--- config.mk ---
export PLATFORM = sky130hd
export DESIGN_NAME = hcpf_queue
export DESIGN_NICKNAME = d
export VERILOG_FILES = /design/src/rtl/hcpf_pkg.sv /design/src/rtl/hcpf_queue.sv
export SDC_FILE = /design/constraint.sdc
export NUM_CORES = 1
export LEC_CHECK = 0
export BUFFER_PORTS_ARGS = -buffer_cell sky130_fd_sc_hd__buf_2
export CAP_MARGIN = 0
export CORE_MARGIN = 2
export CORE_UTILIZATION = 40
export DETAILED_ROUTE_END_ITERATION = 10
export PLACE_DENSITY = 0.67
export REMOVE_ABC_BUFFERS = 1
export SETUP_SLACK_MARGIN = 0.05
export SLEW_MARGIN = 20
export SYNTH_ARGS = -nofsm -noshare
export SYNTH_HDL_FRONTEND = slang
export SYNTH_SLANG_ARGS = --single-unit
--- constraint.sdc ---
create_clock -name clk -period 12.7 [get_ports clk]
set_input_delay 1.27 -clock clk [delete_from_list [all_inputs] [get_ports clk]]
set_output_delay 1.27 -clock clk [all_outputs]
set_load 0.02 [all_outputs]
--- src/rtl/hcpf_pkg.sv ---
// Shared types, constants and helpers for the Hertz contact pair force block.
`timescale 1ns / 1ps

package hcpf_pkg;

    localparam logic [15:0] SCALE_RESET = 16'd4096;
    localparam logic [31:0] STEP_MAX = 32'hFFFF_FFFF;
    localparam logic [46:0] FORCE_MAX = 47'h7FFF_FFFF_FFFF;
    localparam logic [63:0] K_HERTZ = 64'd17895697;
    localparam logic [63:0] K_ENERGY = 64'd6710886;
    localparam logic [63:0] K_PI = 64'd52680458;

    localparam int QUEUE_DEPTH = 2;

    localparam logic [1:0] OP_MUL = 2'd0;
    localparam logic [1:0] OP_DIV = 2'd1;
    localparam logic [1:0] OP_SQRT = 2'd2;

    localparam logic [6:0] MUL_STEPS = 7'd5;
    localparam logic [6:0] ROOT32_STEPS = 7'd32;
    localparam logic [6:0] ROOT64_STEPS = 7'd64;
    localparam logic [6:0] DIV_RGEOM_STEPS = 7'd72;
    localparam logic [6:0] DIV_STEP_STEPS = 7'd100;
    localparam logic [6:0] DIV_FORCE_STEPS = 7'd96;

    typedef struct packed {
        logic [31:0] mag_x;
        logic [31:0] mag_y;
        logic [31:0] mag_z;
        logic        neg_x;
        logic        neg_y;
        logic        neg_z;
        logic [30:0] rad_first;
        logic [30:0] rad_second;
        logic        bonded;
        logic [31:0] mass;
        logic [31:0] modulus;
        logic        sweep;
    } item_t;

    typedef struct packed {
        logic [1:0]   op;
        logic [127:0] a;
        logic [63:0]  b;
        logic [6:0]   count;
    } iter_cmd_t;

    function automatic logic [63:0] sat_shr16(input logic [127:0] p);
        logic [63:0] v;
        v = (|p[127:80]) ? 64'hFFFF_FFFF_FFFF_FFFF : p[79:16];
        return v;
    endfunction

    function automatic logic [63:0] sat_shr24(input logic [127:0] p);
        logic [63:0] v;
        v = (|p[127:88]) ? 64'hFFFF_FFFF_FFFF_FFFF : p[87:24];
        return v;
    endfunction

endpackage

--- src/rtl/hcpf_queue.sv ---
// Two-entry queue between the front end and the force sequencer.
`timescale 1ns / 1ps

module hcpf_queue
    import hcpf_pkg::*;
(
    input  logic  clk,
    input  logic  rst_n,
    input  logic  push,
    input  item_t push_item,
    output logic  full,
    input  logic  pop,
    output logic  not_empty,
    output item_t head_item
);

    localparam int PTR_W = $clog2(QUEUE_DEPTH);
    localparam int CNT_W = $clog2(QUEUE_DEPTH + 1);

    item_t             entry_reg [QUEUE_DEPTH];
    logic [PTR_W-1:0]  wr_ptr_reg;
    logic [PTR_W-1:0]  rd_ptr_reg;
    logic [CNT_W-1:0]  count_reg;
    logic [CNT_W-1:0]  count_next;

    assign full = (count_reg == CNT_W'(QUEUE_DEPTH));
    assign not_empty = (count_reg != '0);
    assign head_item = entry_reg[rd_ptr_reg];

    always_comb
    begin
        count_next = count_reg;
        if (push && !pop)
            count_next = count_reg + CNT_W'(1);
        else if (pop && !push)
            count_next = count_reg - CNT_W'(1);
    end

    always_ff @(posedge clk or negedge rst_n)
    begin
        if (!rst_n)
        begin
            wr_ptr_reg <= '0;
            rd_ptr_reg <= '0;
            count_reg <= '0;
        end
        else
        begin
            count_reg <= count_next;
            if (push)
                wr_ptr_reg <= (wr_ptr_reg == PTR_W'(QUEUE_DEPTH - 1)) ? '0
                                                                     : wr_ptr_reg + PTR_W'(1);
            if (pop)
                rd_ptr_reg <= (rd_ptr_reg == PTR_W'(QUEUE_DEPTH - 1)) ? '0
                                                                     : rd_ptr_reg + PTR_W'(1);
        end
    end

    always_ff @(posedge clk)
    begin
        if (push)
            entry_reg[wr_ptr_reg] <= push_item;
    end

endmodule

Word-level counts from Yosys, hierarchy flattened
Memory sizes are Yosys's and may differ from the RTL's.
Cells that the tools add are included.
{"block": "word_totals", "inputBits": 231, "out_inout_bits": 229, "n_memories": 1, "regBits": 4, "mem_bits_rw": 454, "wordCells": 21}
{"block": "classes", "addsub": 4, "n_reduce_logical": 6, "eq_ne": 1, "n_mux": 6}
{"name": "entry_reg", "words": 2, "width": 227, "read_ports": 1, "rd_clocked_by_memory_dff": 0, "wr": 1, "line": "hcpf_queue.sv:20", "source": "item_t entry_reg [QUEUE_DEPTH];"}
{"cell": "1-bit 2-to-1 mux", "n": 4}
{"cell": "2-bit 2-to-1 mux", "n": 2}
{"cell": "2-bit nonzero test", "n": 2}
{"cell": "1-bit adder (second input constant)", "n": 2}
{"cell": "2-bit by 1-bit adder with 2-bit output (second input constant)", "n": 1}
{"cell": "2-bit == test (second input constant)", "n": 1}
{"cell": "1-bit logical AND", "n": 2}
{"cell": "1-bit zero test", "n": 2}
{"cell": "2-bit by 1-bit subtractor with 2-bit output (second input constant)", "n": 1}

Longest topological paths before layout
{"block": "logic_depth", "depth_word": 4, "depth_mapped": 5, "depth_no_buf": 5}

Worst setup path after synthesis
OpenSTA, ideal clock, no wires.
{"block": "synth_timing", "path_type": "input port to flip-flop", "from": "input push", "to": "memory entry_reg[0][0] (netlist name) (enable)", "arrival_ps": 11047, "cell_stages": 1, "setup_slack_ps": 807, "n_path_buf": 0, "required_ps": 11854, "path_cell_list": "nor2b_1"}
{"block": "synth_via", "elab_chain_cells": 2}
{"element": "from (decl)", "line": "hcpf_queue.sv:9", "source": "input logic push,"}
{"element": "1-bit 2-to-1 mux", "line": "hcpf_queue.sv:61", "source": "if (push)"}
{"element": "1-bit 2-to-1 mux (implied by the code)", "line": "hcpf_queue.sv:62", "source": "entry_reg[wr_ptr_reg] <= push_item;"}
{"element": "to (decl)", "line": "hcpf_queue.sv:20"}
No other way between the ends.

==> flow_metrics.py <==
metrics = {
    "global_route": {
        "grt-ovfl-total": 0,
        "grt_pass1_wl_um": 51700,
        "grt_pass1_vias": 8876,
        "antenna_found_initial": 14,
        "grt_max_degree": 171,
        "track_usage": 0.155,
    },
    "power": {
        "p_sw_frac": 0.313,
        "combPwrFrac": 0.300,
        "vdd_drop_max_mv": 0.164,
        "power_mw": 4.96,
        "switching_power_mw": 1.55,
        "leakagePower_nw": 7.85,
        "intPower_mw": 3.41,
        "p_seq_frac": 0.424,
        "power_density_nw_per_um2": 236,
        "clockPowerShare": 0.275,
    },
    "clock_network": {
        "cts_resized": 0,
        "htree_levels": 2,
        "cts_tree": "built",
        "clock_latency_ns": 0.56,
        "post-cts-setup-buffer-count": 0,
        "clk_pin_slew_ns": 0.06,
        "cts.sinks": 458,
        "ctsHoldBuffers": 0,
        "numCtsBuffers": 47,
        "clockRootBuffer": "clkbuf_16",
        "clk_path_buf_depth": 3,
    },
    "synthesis": {
        "synth.largest_area_cell": "edfxtp_1",
        "ys.warnings.count": 0,
        "synth.distinct_cells": 13,
        "synth_seq_area_share": 0.825,
        "synth.most_common_cell": "edfxtp_1",
        "synth-seq-cells": 458,
        "synth_top_area_share": 0.819,
        "synthTopCellsByArea": "edfxtp_1 (82%), mux2_2 (15%), buf_6 (1.6%)",
        "synth_edf_count": 454,
        "synth_area_um2": 16700,
        "postSynth.asyncResetShare": 0.00873,
        "postSynthAreaPerCell_um2": 23.1,
        "postSynthCellCount": 722,
        "ys.flop_type": "edfxtp_1",
        "synth_common_cells": "edfxtp_1 (454), mux2_2 (227), buf_6 (24), dfrtp_1 (4), xor2_1 (4)",
    },
    "sta": {
        "worstMarginPinSlew_ns": 1.01,
        "post-route-period-util": 0.371,
        "setup_tns_ns": 0,
        "slew_headroom": 0.325,
        "max_freq_mhz": 212,
        "finalMaxSlewViolations": 0,
        "fin_skew_ns": 0.00661,
        "layout_setup_ws_ns": 7.99,
        "finalCriticalPeriod_ns": 4.71,
        "hold_violations": 0,
        "rsz0062_at_grt": "no",
        "setup_violations": 0,
    },
    "detailed_routing": {
        "wirelength_um": 34900,
        "avgRoutedWirePerCell_um": 19.4,
        "ant_nets": 0,
        "vias": 8471,
        "firstDrtPassIters": 4,
        "drc": 0,
        "drtIter0Drc": 395,
        "vias_per_cell": 4.72,
    },
    "worst_setup_path": {
        "worstPathRequired_ns": 11.43,
        "cp_max_fo": 64,
        "startpoint_type": "flip-flop",
        "worstSetupPathType": "reg2out",
        "critPathCaptureType": "output port",
        "critPathArrivalTime_ns": 3.44,
    },
    "job": {
        "timing.max_cap.violations": 0,
    },
    "place": {
        "portBuffers": 459,
        "dp_hpwl_um": 23600,
        "postPlaceCellArea_um2": 19400,
        "place.gp.congestion": 0.853,
        "dp_slack_ns": 8.55,
    },
    "final_layout": {
        "drive_gt1_frac": 0.612,
        "utilization": 0.513,
        "nets": 1445,
        "syn2layout_area_growth_pct": 26.1,
        "multi_input_area_um2": 2650,
        "sequential_cell_area_um2": 13700,
        "n_fill_cell": 3338,
        "finalInstanceArea_um2": 21000,
        "largest_reg_flops": 454,
    },
    "floorplan": {
        "boundaryPins": 460,
        "row_count": 74,
        "core_area_um2": 40900,
        "die_y_um": 208,
        "die_area_um2": 43300,
        "die_w_um": 208,
        "start_util": 0.407,
    },
    "min_path": {
        "hold_path.class": "in2async",
    },
    "run_status": {
        "status": "finished, final reports clean",
    },
}
-- placed cells by master (no fill, tap or decap), types with 2 or more instances in the layout --
cell	netlist	routed
edfxtp_1	454	454
bufinv_16	0	6
buf_4	1	7
diode_2	0	13
clkbuf_16	0	49
buf_2	0	459
clkinv_1	0	8
mux2_2	227	227
clkbuf_1	0	11
clkinv_2	0	7
xor2_1	4	4
clkinvlp_4	0	2
dfrtp_1	4	3
-- cells by family (layout without fill, tap and decap cells) --
group / count (synthesis) / after routing / synth area share
other: 0 / 13 / 0
multiplexers: 227 / 227 / 0.153
XOR/XNOR: 5 / 5 / 0.00263
buffers and inverters: 26 / 553 / 0.0169
AND/OR/NAND/NOR: 5 / 5 / 0.00173
flip-flops: 458 / 458 / 0.825
adder cells (fa/ha/maj): 1 / 1 / 0.000751
-- power by group through the flow --
stage	Sequential, mW	Combinational [mW]	Clock [mW]
2_1_floorplan	2.27	1.02	0
3_3_place_gp	2.13	1.50	0
3_5_place_dp	2.14	1.51	0
4_1_cts	2.11	1.52	1.40
5_1_grt	2.13	1.58	1.46
6_report	2.11	1.49	1.37
-- critical path, cell delays in order, from the launching register on --
cell,delay (ns)
dfrtp_4,0.85
buf_4,0.63
buf_4,0.70
mux2_2,0.42
buf_2,0.16
-- final cells by class --
| cell class | count | share of cell area |
|---|---|---|
| repair buffers | 467 | 0.113 |
| clock buffers | 60 | 0.0603 |
| clock inverters | 25 | 0.0133 |
| multi-input cells | 238 | 0.126 |
| diodes | 13 | 0.00155 |
| flip-flops and latches | 458 | 0.654 |
| well taps | 532 | 0.0317 |
| inverters | 1 | 0.000179 |
-- through the flow --
| stage | hold WS, ns | instances |
|---|---|---|
| floorplan | 0.447 | 697 |
| global placement | 0.523 | 1696 |
| detailed placement | 0.536 | 1696 |
| CTS | 0.459 | 1781 |
| global route | 0.486 | 1791 |
| finish | 0.512 | 1794 |
-- path summary, 6_finish.rpt --
kind / from / endpoint / slack, ns / cells after the start
max: rd_ptr_reg$_DFFE_PN0P_ / head_item[45] / 7.99 / 4
min: rst_n / wr_ptr_reg$_DFFE_PN0P_ / 0.51 / 1
max reg2reg: wr_ptr_reg$_DFFE_PN0P_ / entry_reg[1][126]$_DFFE_PP_ / 9.62 / 3
min reg2reg: count_reg[1]$_DFFE_PN0P_ / count_reg[1]$_DFFE_PN0P_ / 0.52 / 1
max in group asynchronous: rst_n / rd_ptr_reg$_DFFE_PN0P_ / 12.05 / 1
min in group clk: count_reg[1]$_DFFE_PN0P_ / count_reg[1]$_DFFE_PN0P_ / 0.52 / 1
-- per-layer routing --
layer | global-route usage | share of wire | up-vias
met1 | 0.183 | 0.38 | 4219
met3 | 0.0512 | 0.078 | 54
li1 | - | - | 3894
met4 | 0.0677 | 0.027 | 2
met2 | 0.260 | 0.51 | 302
met5 | 0 | 0.00043 | -
Power figures use the tool's default switching activity.
