`src/rtl/hcpf_pkg.sv`:
```
// Shared types, constants and helpers for the Hertz contact pair force block.
`timescale 1ns / 1ps

package hcpf_pkg;

    localparam logic [15:0] SCALE_RESET = 16'd4096;
    localparam logic [31:0] STEP_MAX = 32'hFFFF_FFFF;
    localparam logic [46:0] FORCE_MAX = 47'h7FFF_FFFF_FFFF;
    localparam logic [63:0] K_HERTZ = 64'd17895697;
    localparam logic [63:0] K_ENERGY = 64'd6710886;
    localparam logic [63:0] K_PI = 64'd52680458;

    localparam int QUEUE_DEPTH = 2;

    localparam logic [1:0] OP_MUL = 2'd0;
    localparam logic [1:0] OP_DIV = 2'd1;
    localparam logic [1:0] OP_SQRT = 2'd2;

    localparam logic [6:0] MUL_STEPS = 7'd5;
    localparam logic [6:0] ROOT32_STEPS = 7'd32;
    localparam logic [6:0] ROOT64_STEPS = 7'd64;
    localparam logic [6:0] DIV_RGEOM_STEPS = 7'd72;
    localparam logic [6:0] DIV_STEP_STEPS = 7'd100;
    localparam logic [6:0] DIV_FORCE_STEPS = 7'd96;

    typedef struct packed {
        logic [31:0] mag_x;
        logic [31:0] mag_y;
        logic [31:0] mag_z;
        logic        neg_x;
        logic        neg_y;
        logic        neg_z;
        logic [30:0] rad_first;
        logic [30:0] rad_second;
        logic        bonded;
        logic [31:0] mass;
        logic [31:0] modulus;
        logic        sweep;
    } item_t;

    typedef struct packed {
        logic [1:0]   op;
        logic [127:0] a;
        logic [63:0]  b;
        logic [6:0]   count;
    } iter_cmd_t;

    function automatic logic [63:0] sat_shr16(input logic [127:0] p);
        logic [63:0] v;
        v = (|p[127:80]) ? 64'hFFFF_FFFF_FFFF_FFFF : p[79:16];
        return v;
    endfunction

    function automatic logic [63:0] sat_shr24(input logic [127:0] p);
        logic [63:0] v;
        v = (|p[127:88]) ? 64'hFFFF_FFFF_FFFF_FFFF : p[87:24];
        return v;
    endfunction

endpackage

```
`src/rtl/hcpf_front.sv`:
```
// Front end: request intake, sign/magnitude split and bonded-pair test.
`timescale 1ns / 1ps

module hcpf_front
    import hcpf_pkg::*;
(
    input  logic        clk,
    input  logic        rst_n,
    input  logic        in_valid,
    output logic        in_stall,
    input  logic [31:0] sep_x,
    input  logic [31:0] sep_y,
    input  logic [31:0] sep_z,
    input  logic [30:0] radius_first,
    input  logic [30:0] radius_second,
    input  logic        same_kind,
    input  logic [31:0] init_dist_sq,
    input  logic [30:0] sph_sum,
    input  logic [31:0] mass_sum,
    input  logic [31:0] modulus,
    input  logic        sweep_start,
    input  logic        q_full,
    output logic        q_push,
    output item_t       q_item
);

    logic        stage_valid_reg;
    logic        stage_valid_next;
    logic [31:0] sx_reg;
    logic [31:0] sy_reg;
    logic [31:0] sz_reg;
    logic [30:0] r1_reg;
    logic [30:0] r2_reg;
    logic        same_reg;
    logic [31:0] init_reg;
    logic [30:0] sph_reg;
    logic [31:0] mass_reg;
    logic [31:0] mod_reg;
    logic        sweep_reg;

    logic        accept;
    logic [61:0] sph_sq;

    assign in_stall = stage_valid_reg && q_full;
    assign accept = in_valid && !in_stall;
    assign q_push = stage_valid_reg && !q_full;

    always_comb
    begin
        stage_valid_next = stage_valid_reg;
        if (accept)
            stage_valid_next = 1'b1;
        else if (q_push)
            stage_valid_next = 1'b0;
    end

    always_ff @(posedge clk or negedge rst_n)
    begin
        if (!rst_n)
            stage_valid_reg <= 1'b0;
        else
            stage_valid_reg <= stage_valid_next;
    end

    always_ff @(posedge clk)
    begin
        if (accept)
        begin
            sx_reg <= sep_x;
            sy_reg <= sep_y;
            sz_reg <= sep_z;
            r1_reg <= radius_first;
            r2_reg <= radius_second;
            same_reg <= same_kind;
            init_reg <= init_dist_sq;
            sph_reg <= sph_sum;
            mass_reg <= mass_sum;
            mod_reg <= modulus;
            sweep_reg <= sweep_start;
        end
    end

    assign sph_sq = sph_reg * sph_reg;

    always_comb
    begin
        q_item.neg_x = sx_reg[31];
        q_item.neg_y = sy_reg[31];
        q_item.neg_z = sz_reg[31];
        q_item.mag_x = sx_reg[31] ? (~sx_reg + 32'd1) : sx_reg;
        q_item.mag_y = sy_reg[31] ? (~sy_reg + 32'd1) : sy_reg;
        q_item.mag_z = sz_reg[31] ? (~sz_reg + 32'd1) : sz_reg;
        q_item.rad_first = r1_reg;
        q_item.rad_second = r2_reg;
        q_item.bonded = same_reg && ({6'd0, init_reg, 24'd0} < sph_sq);
        q_item.mass = mass_reg;
        q_item.modulus = mod_reg;
        q_item.sweep = sweep_reg;
    end

endmodule

```
`config.mk`:
```
export PLATFORM = sky130hd
export DESIGN_NAME = hcpf_front
export DESIGN_NICKNAME = d
export VERILOG_FILES = /design/src/rtl/hcpf_pkg.sv /design/src/rtl/hcpf_front.sv
export SDC_FILE = /design/constraint.sdc
export NUM_CORES = 2
export LEC_CHECK = 0
export ABC_CLOCK_PERIOD_IN_PS = 29000
export BUFFER_PORTS_ARGS = -buffer_cell sky130_fd_sc_hd__buf_2
export CAP_MARGIN = 30
export CORE_MARGIN = 5
export CORE_UTILIZATION = 38
export CTS_CLUSTER_SIZE = 10
export DETAILED_ROUTE_END_ITERATION = 6
export SETUP_SLACK_MARGIN = 0.02
export SKIP_LAST_GASP = 1
export SYNTH_ARGS = -nofsm -noshare
export SYNTH_HDL_FRONTEND = slang
export SYNTH_SLANG_ARGS = --single-unit
```
`constraint.sdc`:
```
create_clock -name clk -period 29 [get_ports clk]
set_clock_uncertainty 0.2 [all_clocks]
set_input_delay 2.9 -clock clk [delete_from_list [all_inputs] [get_ports clk]]
set_output_delay 2.9 -clock clk [all_outputs]
set_load 0.005 [all_outputs]
```
; After elaboration in Yosys (flattened, before gate mapping)
; Cells that the tools add are included.
[totals]
ff_bits = 288
in_bits = 291
output_inout_bits = 229
word_cells = 32
[classes]
n_addsub = 3
multipliers = 1
order_cmp = 1
muxes = 5
n_bitwise = 3
n_reduce_logical = 7
[ops]
columns = operator, n
row1 = adder 32 x 1 -> 32 bit (second input constant), 3
row2 = 2-to-1 mux 32 bit, 3
row3 = inverter 32 bit, 3
row4 = less-than comparator 56 x 62 -> 1 bit, 1
row5 = multiplier 31 x 31 -> 62 bit, 1
row6 = logical AND 1 bit, 4
row7 = zero test 1 bit, 2
row8 = 2-to-1 mux 1 bit, 2
row9 = nonzero test 2 bit, 1

; Logic depth before layout (Yosys ltp)
[logic_depth]
depth_word = 4
mapped_depth = 40
ltp_nobuf = 38

; Worst setup path before layout
; No wires, ideal clock.
[synth_path]
path_type = input-to-reg
start = input q_full
end = register init_reg[0] (enable)
setup_ns = 0.975
arrival_time_ns = 15.742
required_time_ns = 27.825
path_slack_ns = 12.082
path_stages = 2
n_path_buf = 0
path_cell_list = and2_1 nor2b_1
[synth_via]
elab_chain_len = 3
[synth_rtl]
columns = item, line_no
row1 = from (decl), hcpf_front.sv:22  ; input logic q_full,
row2 = logical AND 1 bit, hcpf_front.sv:44  ; assign in_stall = stage_valid_reg && q_full;
row3 = zero test 1 bit, hcpf_front.sv:45  ; assign accept = in_valid && !in_stall;
row4 = logical AND 1 bit, hcpf_front.sv:45
row5 = net accept, hcpf_front.sv:41  ; logic accept;
row6 = to (signal assigned), hcpf_front.sv:75  ; init_reg <= init_dist_sq;
row7 = to (decl), hcpf_front.sv:35  ; logic [31:0] init_reg;
; The timed path passes the listed nets, and every way through them passes these cells.
; A chain may end at the register's enable or synchronous reset.

==> results by group <==
CTS
  – Post-CTS setup buffers: 0
  – Clock Path Buffers: 3
  – Post_cts resized: 0
  – CTS sink cnt: 288
  – Root Buffer: clkbuf_16
  – CTS buffer count: 38
  – # hold bufs at CTS: 0
  – Htree depth: 2
  – CTS clock-pin slew for the worst setup and hold paths: 0.06 ns
  – CTS tree: done
  – Clock Latency Late Sink: 0.57 ns

STA
  – Worst rel slew slack: 32.8%
  – F_max: 64.2 MHz
  – Setup ws final: 13.41 ns
  – Fin. max-slew vios: 0
  – # setup viols final: 0
  – Tightest Pin Transition: 0.999 ns
  – Final Critical Period: 15.59 ns
  – RSZ-0062 raised after global routing: no
  – Final hold slack: 0.558 ns
  – Tcrit/Tclk final: 53.8%
  – Setup tns final: 0 ns
  – Fin. Hold Viols: 0

Run status
  – Outcome: finished, final reports clean

Yosys
  – Top cells by area, synth: fa_1 (39%), edfxtp_1 (22%), ha_1 (9.8%)
  – Largest family of logic cells by synthesized area: adder cells
  – Post-synth ARST share: 0.347%
  – Mapped Nets: 4,967
  – Cell Area, Synth: 0.0386 mm2
  – Compound-Gate Fraction of Synth Area: 4.89%
  – Seq cells post-synth: 288
  – Top_reg_cell synth: edfxtp_1
  – Synth area leader: fa_1
  – Synth Area in Simple Gates: 10.2%
  – Sequential-to-total area share from yosys stat: 22.4%
  – Post-Syn Area per Cell: 10.6 um2
  – Top cell type's share of synthesized area: 38.8%
  – Library cells used by synthesis: 66
  – Cell count after synthesis: 3,627
  – Synthesis Warnings: 0
  – Post-synth EDFFs: 287
  – Post-synthesis xor/xnor area fraction: 3.66%
  – Adder-Cell Fraction of Synth Area: 48.6%
  – Post-synthesis mux area share: 0.162%

Route
  – Pre-Repair DR Iteration Count: 5
  – DRT antenna net count: 0
  – Post-DR vias/cell: 4.87
  – # DRC: 0
  – DRT Wirelength: 110 mm
  – Routed len/inst: 20.0 um
  – Vias: 26,700
  – Initial detailed-routing violation count: 1,308

Cells and area
  – Synth-to-Final Area Change: 13.7%
  – FILL cells: 9,761
  – Nets: 5,440
  – Most frequent cells in the layout: inv_1 (910), fa_1 (747), buf_2 (519)
  – Commonest non-fill, non-tap cell in the layout: inv_1
  – Share of layout cells above drive strength 1: 15.2%

Critical path
  – CP delay by family, top: adder cells
  – Critical-path maximum fanout: 25
  – Worst setup SP type: register
  – Buffers & Inverters on Critical Path: 4
  – CP max stage cell: nor4_1
  – Slowest stage delay, CP: 0.85 ns
  – CP Capture Type: primary output
  – Critical Path RT: 25.90 ns
  – WP data arrival: 12.49 ns
  – Most used cell, CP: fa_1
  – Crit Path Category: register to primary output

Run
  – Maxcap violations: 0

Die
  – Die height: 329 um
  – Total core area: 0.100 mm2
  – I/O pins: 520
  – Initial Util: 38.4%
  – Chip Width: 329 um
  – Std-Cell Rows: 116
  – Die area: 0.108 mm2

Global route
  – Tot GR Track Use: 20.8%
  – First-pass GRT wire length: 172 mm
  – Antenna violations before repair: 13
  – Vias in the first global route: 29,800
  – Total gr overflow: 0
  – Largest net degree at the start of global routing: 170

Placement
  – Gpl congestion: 0.910
  – PortBufs: 519
  – Dpl ws: 14.24 ns
  – DP HPWL: 88.6 mm

Min path
  – Class of the worst hold path: register to register
-- area by class of cell --
class | instances | area [um2] | share of cell area (%)
Antenna cell | 3 | 7.51 | 0.0171
Clock buffer | 48 | 988 | 2.25
Clock inverter | 13 | 145 | 0.331
Inverter | 913 | 3430 | 7.82
Multi-Input combinational cell | 2305 | 26000 | 59.4
Sequential cell | 288 | 8640 | 19.7
Tap cell | 1357 | 1700 | 3.87
Timing Repair Buffer | 554 | 2910 | 6.64
-- metal layers --
metal | global-route usage, % | share of wire (%) | vias to the layer above
li1 | - | - | 12100
met2 | 37.3 | 51 | 896
met3 | 4.77 | 7.4 | 146
met1 | 25.4 | 39 | 13500
met5 | 0 | 0.044 | -
met4 | 5.13 | 2.6 | 8
-- cell usage after synthesis, drive strengths merged (5+ instances only) --
| library cell | n |
|---|---|
| edfxtp | 287 |
| ha | 302 |
| and2 | 176 |
| o211ai | 9 |
| clkbuf | 112 |
| nand2 | 347 |
| and3 | 7 |
| nand3 | 14 |
| o21ai | 73 |
| o41ai | 14 |
| or3 | 13 |
| nor3 | 19 |
| nand2b | 20 |
| xor2 | 39 |
| inv | 910 |
| nor4 | 20 |
| o21a | 10 |
| xnor2 | 122 |
| o31ai | 27 |
| o31a | 5 |
| nor2 | 93 |
| nor2b | 17 |
| o21bai | 10 |
| a31oi | 17 |
| a21oi | 80 |
| fa | 747 |
| nand4 | 24 |
| or4 | 17 |
| buf | 9 |
| or2 | 10 |
| a21o | 26 |
-- per-stage QoR --
stage	cell area [um2]	instances	util, %
floorplan	38600	3627	-
global placement	42600	5415	42.5
detailed placement	42700	5417	42.5
CTS	43800	5478	43.6
global route	43800	5481	43.7
finish	43800	5481	43.7
-- logic make-up after synthesis --
kind of cell,after synthesis
compound gates,296
xor+xnor,161
fa+ha+maj,1049
buf+inv,1034
flops,288
mux,6
simple gates,793
-- worst paths after layout --
path | from | to | slack (ns) | depth (start not counted)
max reg2reg | stage_valid_reg | sz_reg[31] | 25.48 | 6
min reg2reg | stage_valid_reg | stage_valid_reg | 0.56 | 2
min in group asynchronous | rst_n | stage_valid_reg | 1.89 | 1
max | sph_reg[8] | q_item[65] | 13.41 | 34
min | stage_valid_reg | stage_valid_reg | 0.56 | 2
max in group asynchronous | rst_n | stage_valid_reg | 26.62 | 1
-- tightest hold or removal path: stages, from the launching register on --
cell and delay [ns]:
dfrtp_1 0.33, and2_1 0.24, or2_2 0.15
Power is not shown: default switching activity piles up to over one toggle a cycle in this logic, so the estimate is an artifact.
